--- src/hw/rtl/fim_pkg.sv ---
// ----------------------------------------------------------------------------
// fim_pkg: shared types and constants for the frame interval monitor
// Request codes, field widths, register map and the sequencer state type.
// ----------------------------------------------------------------------------
package fim_pkg;

    localparam int TIME_W   = 32;
    localparam int EXP_W    = 16;
    localparam int REQ_W    = 2;
    localparam int CNT_W    = 32;
    localparam int OUT_W    = 4 * CNT_W + 1;
    localparam int OUT_TD_W = ((OUT_W + 7) / 8) * 8;
    localparam int ADDR_W   = 3;
    localparam int DIV_CNT_W = $clog2(TIME_W);

    localparam logic [EXP_W-1:0]  EXPECTED_RESET = EXP_W'(50);
    localparam logic [ADDR_W-1:0] ADDR_EXPECTED  = ADDR_W'(0);

    localparam logic [REQ_W-1:0] REQ_ARRIVAL = 2'd0;
    localparam logic [REQ_W-1:0] REQ_LATE    = 2'd1;
    localparam logic [REQ_W-1:0] REQ_CLEAR   = 2'd2;

    typedef enum logic [2:0] {
        ST_IDLE,
        ST_CALC,
        ST_JIT,
        ST_DIV,
        ST_RESP
    } fim_state_t;

    typedef struct packed {
        logic busy;
        logic done;
    } fim_div_stat_t;

endpackage

--- src/hw/rtl/fim_regs.sv ---
// ----------------------------------------------------------------------------
// fim_regs: configuration register block
// APB-style slave holding the expected frame interval.
// ----------------------------------------------------------------------------
module fim_regs
    import fim_pkg::*;
(
    input  logic              clk,
    input  logic              rst_n,
    input  logic              psel,
    input  logic              penable,
    input  logic              pwrite,
    input  logic [ADDR_W-1:0] paddr,
    input  logic [31:0]       pwdata,
    output logic [31:0]       prdata,
    output logic              pready,
    output logic [EXP_W-1:0]  expected
);

    logic [EXP_W-1:0] expected_reg;
    logic [EXP_W-1:0] expected_next;
    logic             wr_en;

    assign pready = 1'b1;
    assign wr_en  = psel && penable && pwrite && pready;

    always_comb
    begin
        expected_next = expected_reg;
        if (wr_en && (paddr == ADDR_EXPECTED))
        begin
            expected_next = pwdata[EXP_W-1:0];
        end
    end

    always_ff @(posedge clk or negedge rst_n)
    begin
        if (!rst_n)
        begin
            expected_reg <= EXPECTED_RESET;
        end
        else
        begin
            expected_reg <= expected_next;
        end
    end

    always_comb
    begin
        prdata = '0;
        if (paddr == ADDR_EXPECTED)
        begin
            prdata = {{(32-EXP_W){1'b0}}, expected_reg};
        end
    end

    assign expected = expected_reg;

endmodule

--- src/hw/rtl/fim_div.sv ---
// ----------------------------------------------------------------------------
// fim_div: iterative restoring divider
// 32-bit dividend by 16-bit divisor, one quotient bit per cycle through a
// single shared subtract-and-compare unit.
// ----------------------------------------------------------------------------
module fim_div
    import fim_pkg::*;
(
    input  logic              clk,
    input  logic              rst_n,
    input  logic              start,
    input  logic [TIME_W-1:0] dividend,
    input  logic [EXP_W-1:0]  divisor,
    output logic [TIME_W-1:0] quotient,
    output fim_div_stat_t     stat
);

    logic [TIME_W-1:0]    q_reg;
    logic [TIME_W-1:0]    q_next;
    logic [EXP_W-1:0]     rem_reg;
    logic [EXP_W-1:0]     rem_next;
    logic [DIV_CNT_W-1:0] cnt_reg;
    logic [DIV_CNT_W-1:0] cnt_next;
    logic                 busy_reg;
    logic                 busy_next;
    logic                 done_reg;
    logic                 done_next;
    logic [EXP_W:0]       rem_shift;
    logic [EXP_W:0]       trial;
    logic                 fits;

    // Shared unit: shift in the next dividend bit, trial-subtract the divisor
    assign rem_shift = {rem_reg, q_reg[TIME_W-1]};
    assign fits      = rem_shift >= {1'b0, divisor};
    assign trial     = rem_shift - {1'b0, divisor};

    always_comb
    begin
        q_next    = q_reg;
        rem_next  = rem_reg;
        cnt_next  = cnt_reg;
        busy_next = busy_reg;
        done_next = 1'b0;
        if (start)
        begin
            q_next    = dividend;
            rem_next  = '0;
            cnt_next  = '0;
            busy_next = 1'b1;
        end
        else if (busy_reg)
        begin
            q_next   = {q_reg[TIME_W-2:0], fits};
            rem_next = fits ? trial[EXP_W-1:0] : rem_shift[EXP_W-1:0];
            cnt_next = cnt_reg + 1'b1;
            if (cnt_reg == DIV_CNT_W'(TIME_W - 1))
            begin
                busy_next = 1'b0;
                done_next = 1'b1;
            end
        end
    end

    always_ff @(posedge clk or negedge rst_n)
    begin
        if (!rst_n)
        begin
            busy_reg <= 1'b0;
            done_reg <= 1'b0;
            cnt_reg  <= '0;
        end
        else
        begin
            busy_reg <= busy_next;
            done_reg <= done_next;
            cnt_reg  <= cnt_next;
        end
    end

    always_ff @(posedge clk)
    begin
        q_reg   <= q_next;
        rem_reg <= rem_next;
    end

    assign quotient  = q_reg;
    assign stat.busy = busy_reg;
    assign stat.done = done_reg;

endmodule

--- src/hw/rtl/frame_interval_monitor_top.sv ---
// ----------------------------------------------------------------------------
// frame_interval_monitor_top: frame arrival interval and jitter monitor
// Tracks intervals, peak jitter, missed and total frame counts; answers
// late queries and clears statistics on request.
//
//  channel  | dir | signals                       | content
//  ---------+-----+-------------------------------+------------------------------
//  s_*      | in  | s_tvalid s_tready s_tdata     | tdata now_ms, tuser req_type
//           |     | s_tuser                       |
//  m_*      | out | m_tvalid m_tready m_tdata     | interval, jitter, missed,
//           |     |                               | frame count, late
//  apb      | in  | psel penable pwrite paddr     | expected_interval at 0x0
//           |     | pwdata prdata pready          |
//
//  A frame arrival that needs a missed-frame estimate passes from transfer to
//  result through two setup states (calc, jitter), one divider iteration per
//  quotient bit, a step to collect the quotient and the load of the output
//  register. Other requests go from calc (and jitter for an arrival) straight
//  to the output load. s_tready is high only when the sequencer is idle. A
//  result waiting on m_tready does not block the next input transfer; it
//  stalls only the final load of the next result. Reset clears all statistics.
// ----------------------------------------------------------------------------
module frame_interval_monitor_top
    import fim_pkg::*;
(
    input  logic                clk,
    input  logic                rst_n,
    // APB configuration
    input  logic                psel,
    input  logic                penable,
    input  logic                pwrite,
    input  logic [ADDR_W-1:0]   paddr,
    input  logic [31:0]         pwdata,
    output logic [31:0]         prdata,
    output logic                pready,
    // Request stream
    input  logic                s_tvalid,
    output logic                s_tready,
    input  logic [TIME_W-1:0]   s_tdata,   // [31:0] now_ms
    input  logic [REQ_W-1:0]    s_tuser,   // [1:0] req_type
    // Result stream
    output logic                m_tvalid,
    input  logic                m_tready,
    output logic [OUT_TD_W-1:0] m_tdata    // [31:0] frame_gap, [63:32] max_jitter_ms,
                                           // [95:64] missed_total, [127:96] frame_total,
                                           // [128] late, rest zero
);

    fim_state_t        state_reg;
    fim_state_t        state_next;

    logic [EXP_W-1:0]  expected;
    logic [EXP_W:0]    expected_x2;

    logic [REQ_W-1:0]  req_reg;
    logic [REQ_W-1:0]  req_next;
    logic [TIME_W-1:0] now_reg;
    logic [TIME_W-1:0] now_next;
    logic [TIME_W-1:0] iv_reg;
    logic [TIME_W-1:0] iv_next;
    logic [TIME_W-1:0] last_arrival_reg;
    logic [TIME_W-1:0] last_arrival_next;
    logic [TIME_W-1:0] last_interval_reg;
    logic [TIME_W-1:0] last_interval_next;
    logic [CNT_W-1:0]  peak_reg;
    logic [CNT_W-1:0]  peak_next;
    logic [CNT_W-1:0]  missed_reg;
    logic [CNT_W-1:0]  missed_next;
    logic [CNT_W-1:0]  frame_reg;
    logic [CNT_W-1:0]  frame_next;
    logic              late_reg;
    logic              late_next;
    logic              out_valid_reg;
    logic              out_valid_next;
    logic [OUT_W-1:0]  out_data_reg;
    logic [OUT_W-1:0]  out_data_next;

    logic [TIME_W-1:0] elapsed;
    logic [TIME_W-1:0] dev;
    logic              div_start;
    logic [TIME_W-1:0] quotient;
    fim_div_stat_t     div_stat;

    fim_regs u_regs (
        .clk      (clk),
        .rst_n    (rst_n),
        .psel     (psel),
        .penable  (penable),
        .pwrite   (pwrite),
        .paddr    (paddr),
        .pwdata   (pwdata),
        .prdata   (prdata),
        .pready   (pready),
        .expected (expected)
    );

    fim_div u_div (
        .clk      (clk),
        .rst_n    (rst_n),
        .start    (div_start),
        .dividend (iv_reg),
        .divisor  (expected),
        .quotient (quotient),
        .stat     (div_stat)
    );

    assign expected_x2 = {expected, 1'b0};
    assign elapsed     = now_reg - last_arrival_reg;
    assign dev         = (iv_reg >= {{(TIME_W-EXP_W){1'b0}}, expected})
                       ? (iv_reg - {{(TIME_W-EXP_W){1'b0}}, expected})
                       : ({{(TIME_W-EXP_W){1'b0}}, expected} - iv_reg);

    always_ff @(posedge clk or negedge rst_n)
    begin
        if (!rst_n)
        begin
            state_reg <= ST_IDLE;
        end
        else
        begin
            state_reg <= state_next;
        end
    end

    always_comb
    begin
        state_next         = state_reg;
        req_next           = req_reg;
        now_next           = now_reg;
        iv_next            = iv_reg;
        last_arrival_next  = last_arrival_reg;
        last_interval_next = last_interval_reg;
        peak_next          = peak_reg;
        missed_next        = missed_reg;
        frame_next         = frame_reg;
        late_next          = late_reg;
        out_data_next      = out_data_reg;
        out_valid_next     = out_valid_reg;
        s_tready           = 1'b0;
        div_start          = 1'b0;

        // Drop the held result once it is taken
        if (out_valid_reg && m_tready)
        begin
            out_valid_next = 1'b0;
        end

        case (state_reg)
            ST_IDLE:
            begin
                s_tready = 1'b1;
                if (s_tvalid)
                begin
                    req_next   = s_tuser;
                    now_next   = s_tdata;
                    state_next = ST_CALC;
                end
            end
            ST_CALC:
            begin
                iv_next   = elapsed;
                late_next = 1'b0;
                state_next = ST_RESP;
                case (req_reg)
                    REQ_ARRIVAL:
                    begin
                        if (last_arrival_reg != '0)
                        begin
                            state_next = ST_JIT;
                        end
                        else
                        begin
                            last_arrival_next = now_reg;
                            frame_next        = frame_reg + 1'b1;
                        end
                    end
                    REQ_LATE:
                    begin
                        late_next = (last_arrival_reg != '0) &&
                                    (elapsed > {{(TIME_W-EXP_W-1){1'b0}}, expected_x2});
                    end
                    REQ_CLEAR:
                    begin
                        peak_next         = '0;
                        missed_next       = '0;
                        frame_next        = '0;
                        last_arrival_next = '0;
                    end
                    default:
                    begin
                        late_next = 1'b0;
                    end
                endcase
            end
            ST_JIT:
            begin
                last_interval_next = iv_reg;
                last_arrival_next  = now_reg;
                frame_next         = frame_reg + 1'b1;
                if (dev > peak_reg)
                begin
                    peak_next = dev;
                end
                if ((expected != '0) &&
                    (iv_reg > {{(TIME_W-EXP_W-1){1'b0}}, expected_x2}))
                begin
                    div_start  = 1'b1;
                    state_next = ST_DIV;
                end
                else
                begin
                    state_next = ST_RESP;
                end
            end
            ST_DIV:
            begin
                if (div_stat.done)
                begin
                    missed_next = missed_reg + quotient - 1'b1;
                    state_next  = ST_RESP;
                end
            end
            ST_RESP:
            begin
                // Hold until the output register is free
                if (!out_valid_reg || m_tready)
                begin
                    out_data_next  = {late_reg, frame_reg, missed_reg, peak_reg,
                                      last_interval_reg};
                    out_valid_next = 1'b1;
                    state_next     = ST_IDLE;
                end
            end
            default:
            begin
                state_next = ST_IDLE;
            end
        endcase
    end

    always_ff @(posedge clk or negedge rst_n)
    begin
        if (!rst_n)
        begin
            last_arrival_reg  <= '0;
            last_interval_reg <= '0;
            peak_reg          <= '0;
            missed_reg        <= '0;
            frame_reg         <= '0;
            out_valid_reg     <= 1'b0;
        end
        else
        begin
            last_arrival_reg  <= last_arrival_next;
            last_interval_reg <= last_interval_next;
            peak_reg          <= peak_next;
            missed_reg        <= missed_next;
            frame_reg         <= frame_next;
            out_valid_reg     <= out_valid_next;
        end
    end

    always_ff @(posedge clk)
    begin
        req_reg      <= req_next;
        now_reg      <= now_next;
        iv_reg       <= iv_next;
        late_reg     <= late_next;
        out_data_reg <= out_data_next;
    end

    assign m_tvalid = out_valid_reg;
    assign m_tdata  = {{(OUT_TD_W-OUT_W){1'b0}}, out_data_reg};

    // One request in flight: a transfer closes the input until the result is loaded
    a_single_item: assert property (@(posedge clk) disable iff (!rst_n)
        (s_tvalid && s_tready) |=> !s_tready)
        else $error("input taken while a request is in flight");

    a_div_collect: assert property (@(posedge clk) disable iff (!rst_n)
        ((state_reg == ST_DIV) && div_stat.done) |=> (state_reg == ST_RESP))
        else $error("quotient not collected");

    a_div_idle: assert property (@(posedge clk) disable iff (!rst_n)
        (state_reg != ST_DIV) |-> !div_stat.done)
        else $error("divider finished outside the divide state");

    a_clear: assert property (@(posedge clk) disable iff (!rst_n)
        ((state_reg == ST_CALC) && (req_reg == REQ_CLEAR))
        |=> ((last_arrival_reg == '0) && (frame_reg == '0) && (missed_reg == '0)))
        else $error("clear left statistics behind");

endmodule
--- config.mk ---
export PLATFORM = sky130hd
export DESIGN_NAME = frame_interval_monitor_top
export DESIGN_NICKNAME = d
export VERILOG_FILES = /design/src/hw/rtl/fim_pkg.sv /design/src/hw/rtl/fim_regs.sv /design/src/hw/rtl/fim_div.sv /design/src/hw/rtl/frame_interval_monitor_top.sv
export SDC_FILE = /design/constraint.sdc
export NUM_CORES = 1
export LEC_CHECK = 0
export BUFFER_PORTS_ARGS = -buffer_cell sky130_fd_sc_hd__buf_4
export CAP_MARGIN = 10
export CELL_PAD_IN_SITES_DETAIL_PLACEMENT = 1
export CELL_PAD_IN_SITES_GLOBAL_PLACEMENT = 1
export CORE_MARGIN = 2
export CORE_UTILIZATION = 33
export CTS_CLUSTER_DIAMETER = 30
export CTS_CLUSTER_SIZE = 16
export DETAILED_ROUTE_END_ITERATION = 8
export GPL_TIMING_DRIVEN = 0
export PLACE_DENSITY_LB_ADDON = 0.1
export RECOVER_POWER = 100
export SETUP_SLACK_MARGIN = 0.2
export SLEW_MARGIN = 20
export SYNTH_ARGS = -nofsm -noshare
export SYNTH_HDL_FRONTEND = slang
export SYNTH_HIERARCHICAL = 1
export SYNTH_SLANG_ARGS = --single-unit
--- constraint.sdc ---
create_clock -name clk -period 15.93 [get_ports clk]
set_input_delay 0.7965 -clock clk [delete_from_list [all_inputs] [get_ports clk]]
set_output_delay 0.7965 -clock clk [all_outputs]
set_load 0.01 [all_outputs]
# After elaboration in Yosys (flattened, before gate mapping)

Index checks and enable logic that the tools add are counted.

Latch bits: 0
Memories kept: 0
Output and inout bits: 171
Bits in read-only memories: 0
RAM bits: 0
Flip-flop bits (word level): 431

Multipliers: 0
Order comparisons: 5
Multiplexer cells: 37
Shifts and indexed selects: 0
Add/sub/neg operators: 8
Bitwise operators: 0
Div/mod/pow operators: 0
Equality and inequality tests: 14
Reduce and logical (&&, ||, !) cells: 22

Operators with widths:

| cell                                                                 | count |
|---|---|
| 32-bit one-hot mux with 2 select lines                               | 6 |
| 32-bit 2-to-1 mux                                                    | 8 |
| 32-bit by 17-bit > comparator with 1-bit output                      | 2 |
| 32-bit by 1-bit adder with 32-bit output, second input constant      | 1 |
| 32-bit adder                                                         | 1 |
| 32-bit by 16-bit greater-or-equal comparator with 1-bit output       | 1 |
| 32-bit > comparator                                                  | 1 |
| 16-bit 2-to-1 mux                                                    | 2 |
| 32-bit nonzero test                                                  | 1 |
| 16-bit by 32-bit subtractor with 32-bit output                       | 1 |
| 32-bit by 1-bit subtractor with 32-bit output, second input constant | 1 |
| 32-bit by 16-bit subtractor with 32-bit output                       | 1 |
| 32-bit subtractor                                                    | 1 |
| 3-bit 2-to-1 mux                                                     | 6 |
| 17-bit by 16-bit greater-or-equal comparator with 1-bit output       | 1 |
| 16-bit nonzero test                                                  | 1 |
| 16-bit subtractor                                                    | 1 |
| 3-bit one-hot mux with 5 select lines                                | 1 |
| 1-bit 2-to-1 mux                                                     | 12 |
| 3-bit AND reduction                                                  | 4 |
| 5-bit 2-to-1 mux                                                     | 2 |
| 3-bit by 2-bit == test with 1-bit output, second input constant      | 2 |
| 1-bit logical AND                                                    | 6 |
| 3-bit logical NOT                                                    | 2 |
| other kinds (15)                                                     | 21 |

# Logic depth before layout (Yosys ltp)

Depth after elaboration: 5
Mapped depth: 27
Depth with buffers taken out: 25

# By module

Netlist, hierarchy kept.

By module, submodules not included:

| module                     | area each (µm²) | cells an instance | instances | seq. area each (µm²) |
|---|---|---|---|---|
| frame_interval_monitor_top | 20419.6         | 1987              | 1         | 9989.6 |
| fim_div                    | 3319.4          | 323               | 1         | 1456.4 |
| fim_regs                   | 870.8           | 72                | 1         | 404.1 |

# Worst setup path after synthesis

No wires, ideal clock.

Path type: reg2reg
Start point: register u_regs.expected_reg[1] (netlist: u_regs/expected[1])
End point: register peak_reg[25]
Arrival time: 5.777 ns
Cell stages (with the launch flop): 24
Required time: 15.864 ns
Path buffers: 2
Setup slack: 10.087 ns
Library setup time: 0.066 ns
Cell sequence: dfstp_2 -> inv_1 -> fa_1 -> a21o_1 -> a21oi_1 -> o21ai_0 -> and4_1 -> a211oi_1 -> nand4_1 -> clkbuf_1 -> nor2_1 -> a21oi_1 -> xor2_1 -> ha_1 -> a21o_1 -> a21o_1 -> a21o_1 -> a21o_1 -> a21o_1 -> a21o_1 -> a2111oi_0 -> a2bb2oi_2 -> clkbuf_1 -> a22o_1

Word-level cells in the longest chain between the ends: 5
Elaborated cells on any way between the ends: 9

Ends and longest elaborated chain:

| what                                                                         | RTL line                          | source |
|---|---|---|
| start: declaration                                                           | fim_regs.sv:20                    | `logic [EXP_W-1:0] expected_reg;` |
| start signal: assignment                                                     | fim_regs.sv:44                    | `expected_reg <= expected_next;` |
| 16-bit by 32-bit subtractor with 32-bit output, or another cell as far along | frame_interval_monitor_top.sv:111 | `: ({{(TIME_W-EXP_W){1'b0}}, expected} - iv_reg);` |
| 32-bit 2-to-1 mux *                                                          | frame_interval_monitor_top.sv:110 | `? (iv_reg - {{(TIME_W-EXP_W){1'b0}}, expected})` |
| 32-bit > comparator                                                          | frame_interval_monitor_top.sv:200 | `if (dev > peak_reg)` |
| 2-bit != test (no line)                                                      | -                                 |  |
| 3-bit AND reduction (no line)                                                | -                                 |  |
| end signal: assignment                                                       | frame_interval_monitor_top.sv:256 | `peak_reg <= peak_next;` |
| end: declaration                                                             | frame_interval_monitor_top.sv:65  | `logic [CNT_W-1:0] peak_reg;` |

Every way passes the cells marked *; elsewhere a longest branch is shown, timed or not. The select of a mux whose other input is x is not followed.
A chain may end at the register's enable or synchronous reset.

# Worst setup path after layout

Start point: register u_regs.expected_reg[1] (netlist: u_regs/expected[1])
End point: register peak_reg[3]

Same word-level chain as after synthesis.

==> impl_metrics.ini <==
[floorplan]
start_util_pct = 33.2
dieArea_um2 = 76800
ios = 247
fp.dieH_um = 277
die-width_um = 277
rows = 100
core_region_area_um2 = 74100

[critical_path]
arrival_ns = 8.87
crit_required_ns = 16.41
start_kind = flip-flop
r2r-end = peak_reg[3]$_DFFE_PN0P_
endpoint = peak_reg[3]$_DFFE_PN0P_
worstSetupStartpoint = u_regs/expected[1]$_DFFE_PN1P_
crit_type = reg2reg
rr_worst_depth = 23
r2r-start = u_regs/expected[1]$_DFFE_PN1P_
crit_fanout = 10
r2r_slack_ns = 7.54
worst_setup_path_end_kind = flip-flop

[placement]
io_buffers = 206
gp_congestion = 0.849
hpwlAfterDp_um = 58600
place_ws_ns = 8.11

[finish]
largest_reg_flops = 129
syn_to_final_growth_pct = 24.6
antenna_cells = 0
nNetsFinal = 3007
drive_above_1_share_pct = 12.4
final_cell_mix = 280 x inv_1, 228 x edfxtp_1, 218 x nand2_1
fin_util_pct = 41.4
final_common_cell = inv_1

[drt]
drc = 0
drtPass1Iterations = 5
wl_per_cell_um = 19.9
route.antenna.remaining_nets = 0
finalWirelength_um = 75200
drt_iter0_markers = 881
vias_per_cell = 5.02
vias = 18982

[global_route]
grt_max_degree = 73
grt_pass1_wl_um = 117000
grt_pass1_vias = 20459
grtUsageMet1_pct = 24.6
busiest_layer = met2
met2_usage_pct = 33.8
grtUsageMet3_pct = 2.99
antenna_found_initial = 1
grt-ovfl-total = 0
grt_usage_pct = 19.4

[clock_network]
cts_setup_buffers = 0
clk_latency_ns = 0.67
postCtsHoldBufs = 0
clkTransAtPathRegs_ns = 0.05
clkSinkCount = 431
root_buffer = clkbuf_16
numCtsBuffers = 103
post_cts_resized = 0
htree_num_levels = 3
cts_tree = yes
clock_path_buffers = 3

[timing]
maxSlewViolCount = 360
finalSetupTns_ns = 0
fmax_ghz = 0.119
relSlewSlack_pct = -174
finalCritPeriodShare_pct = 52.7
rsz0062_at_grt = no
final-hold-violation-count = 0
skew_ns = 0.0683
worst_slew_pin_slew_ns = 4.11
finalCriticalPeriod_ns = 8.39
fin_hold_ws_ns = 0.349
setup_viol = 0
finalWorstSetupSlack_ns = 7.54

[power_and_ir_drop]
leakagePower_nw = 13.2
irDropWorstVdd_v = 0.000109
p_per_area_nw_per_um2 = 246
p_total_mw = 7.53

[flow_run]
drv_cap = 8

[yosys]
ys_warn_count = 6
postSynthAreaPerCell_um2 = 10.3
syn_inst = 2381
syn_area_um2 = 24600

[worst_hold_path]
hold_class = in2reg

[outcome]
status = finished, violations left
violations = capacitance limit, slew limit
==> per-stage QoR <==
step	cell area, µm²	instances
2_1_floorplan	24700	2402
3_3_place_gp	27400	3577
3_5_place_dp	27600	3583
4_1_cts	31400	3779
5_1_grt	30700	3779
6_report	30700	3779
==> routing by layer <==
| layer | wire length [µm] | share of wire (%) |
|---|---|---|
| met3 | 2700 | 3.6 |
| met2 | 37300 | 50 |
| met1 | 33700 | 45 |
| met4 | 1620 | 2.2 |
| met5 | 0 | 0 |
==> worst max-delay path: stages, from the launching register on <==
cell	delay, ns
dfstp_1	0.78
inv_1	0.25
fa_1	0.50
a21o_1	0.20
a21oi_1	0.28
o21ai_0	0.17
and4_1	0.22
a211oi_1	0.62
nand4_1	0.46
clkbuf_1	0.41
nor2_1	0.27
a21oi_1	0.12
xor2_1	0.25
ha_1	0.30
a21o_1	0.16
a21o_1	0.19
a21o_1	0.18
a21o_1	0.17
a21o_1	0.17
a21o_1	0.18
a2111oi_0	0.95
a2bb2oi_1	0.72
clkbuf_1	0.51
o21ai_0	0.19
==> report_power, final <==
| group | internal [mW] | switching [mW] |
|---|---|---|
| Sequential | 1.65 | 0.346 |
| Clock | 1.50 | 0.690 |
| Combinational | 1.34 | 2.00 |
==> worst min path at each step <==
stage	startpoint	endpoint	slack [ns]	cells past startpoint
after global placement	last_interval_reg[21]$_DFFE_PN0P_	out_data_reg[21]$_DFFE_PP_	0.44	0
after CTS	rst_n	frame_reg[17]$_DFFE_PN0P_	0.03	1
after global routing	s_tdata[6]	now_reg[6]$_DFFE_PP_	0.33	1
after detailed placement	last_interval_reg[28]$_DFFE_PN0P_	out_data_reg[28]$_DFFE_PP_	0.43	0
final	s_tdata[6]	now_reg[6]$_DFFE_PP_	0.35	1
after floorplan	late_reg$_SDFFCE_PP0P_	out_data_reg[128]$_DFFE_PP_	0.40	0
==> area by class of cell <==
cell class                      instances  area (µm²)
Buffer                                100         512
Sequential cell                       431       11900
Inverter                              280        1050
Clock inverter                         65         915
Fill cell                            8271       43400
Multi-Input combinational cell       1591       11200
Timing Repair Buffer                  212        1070
Tap cell                              969        1210
Clock buffer                          131        2830
Power figures use the tool's default switching activity.
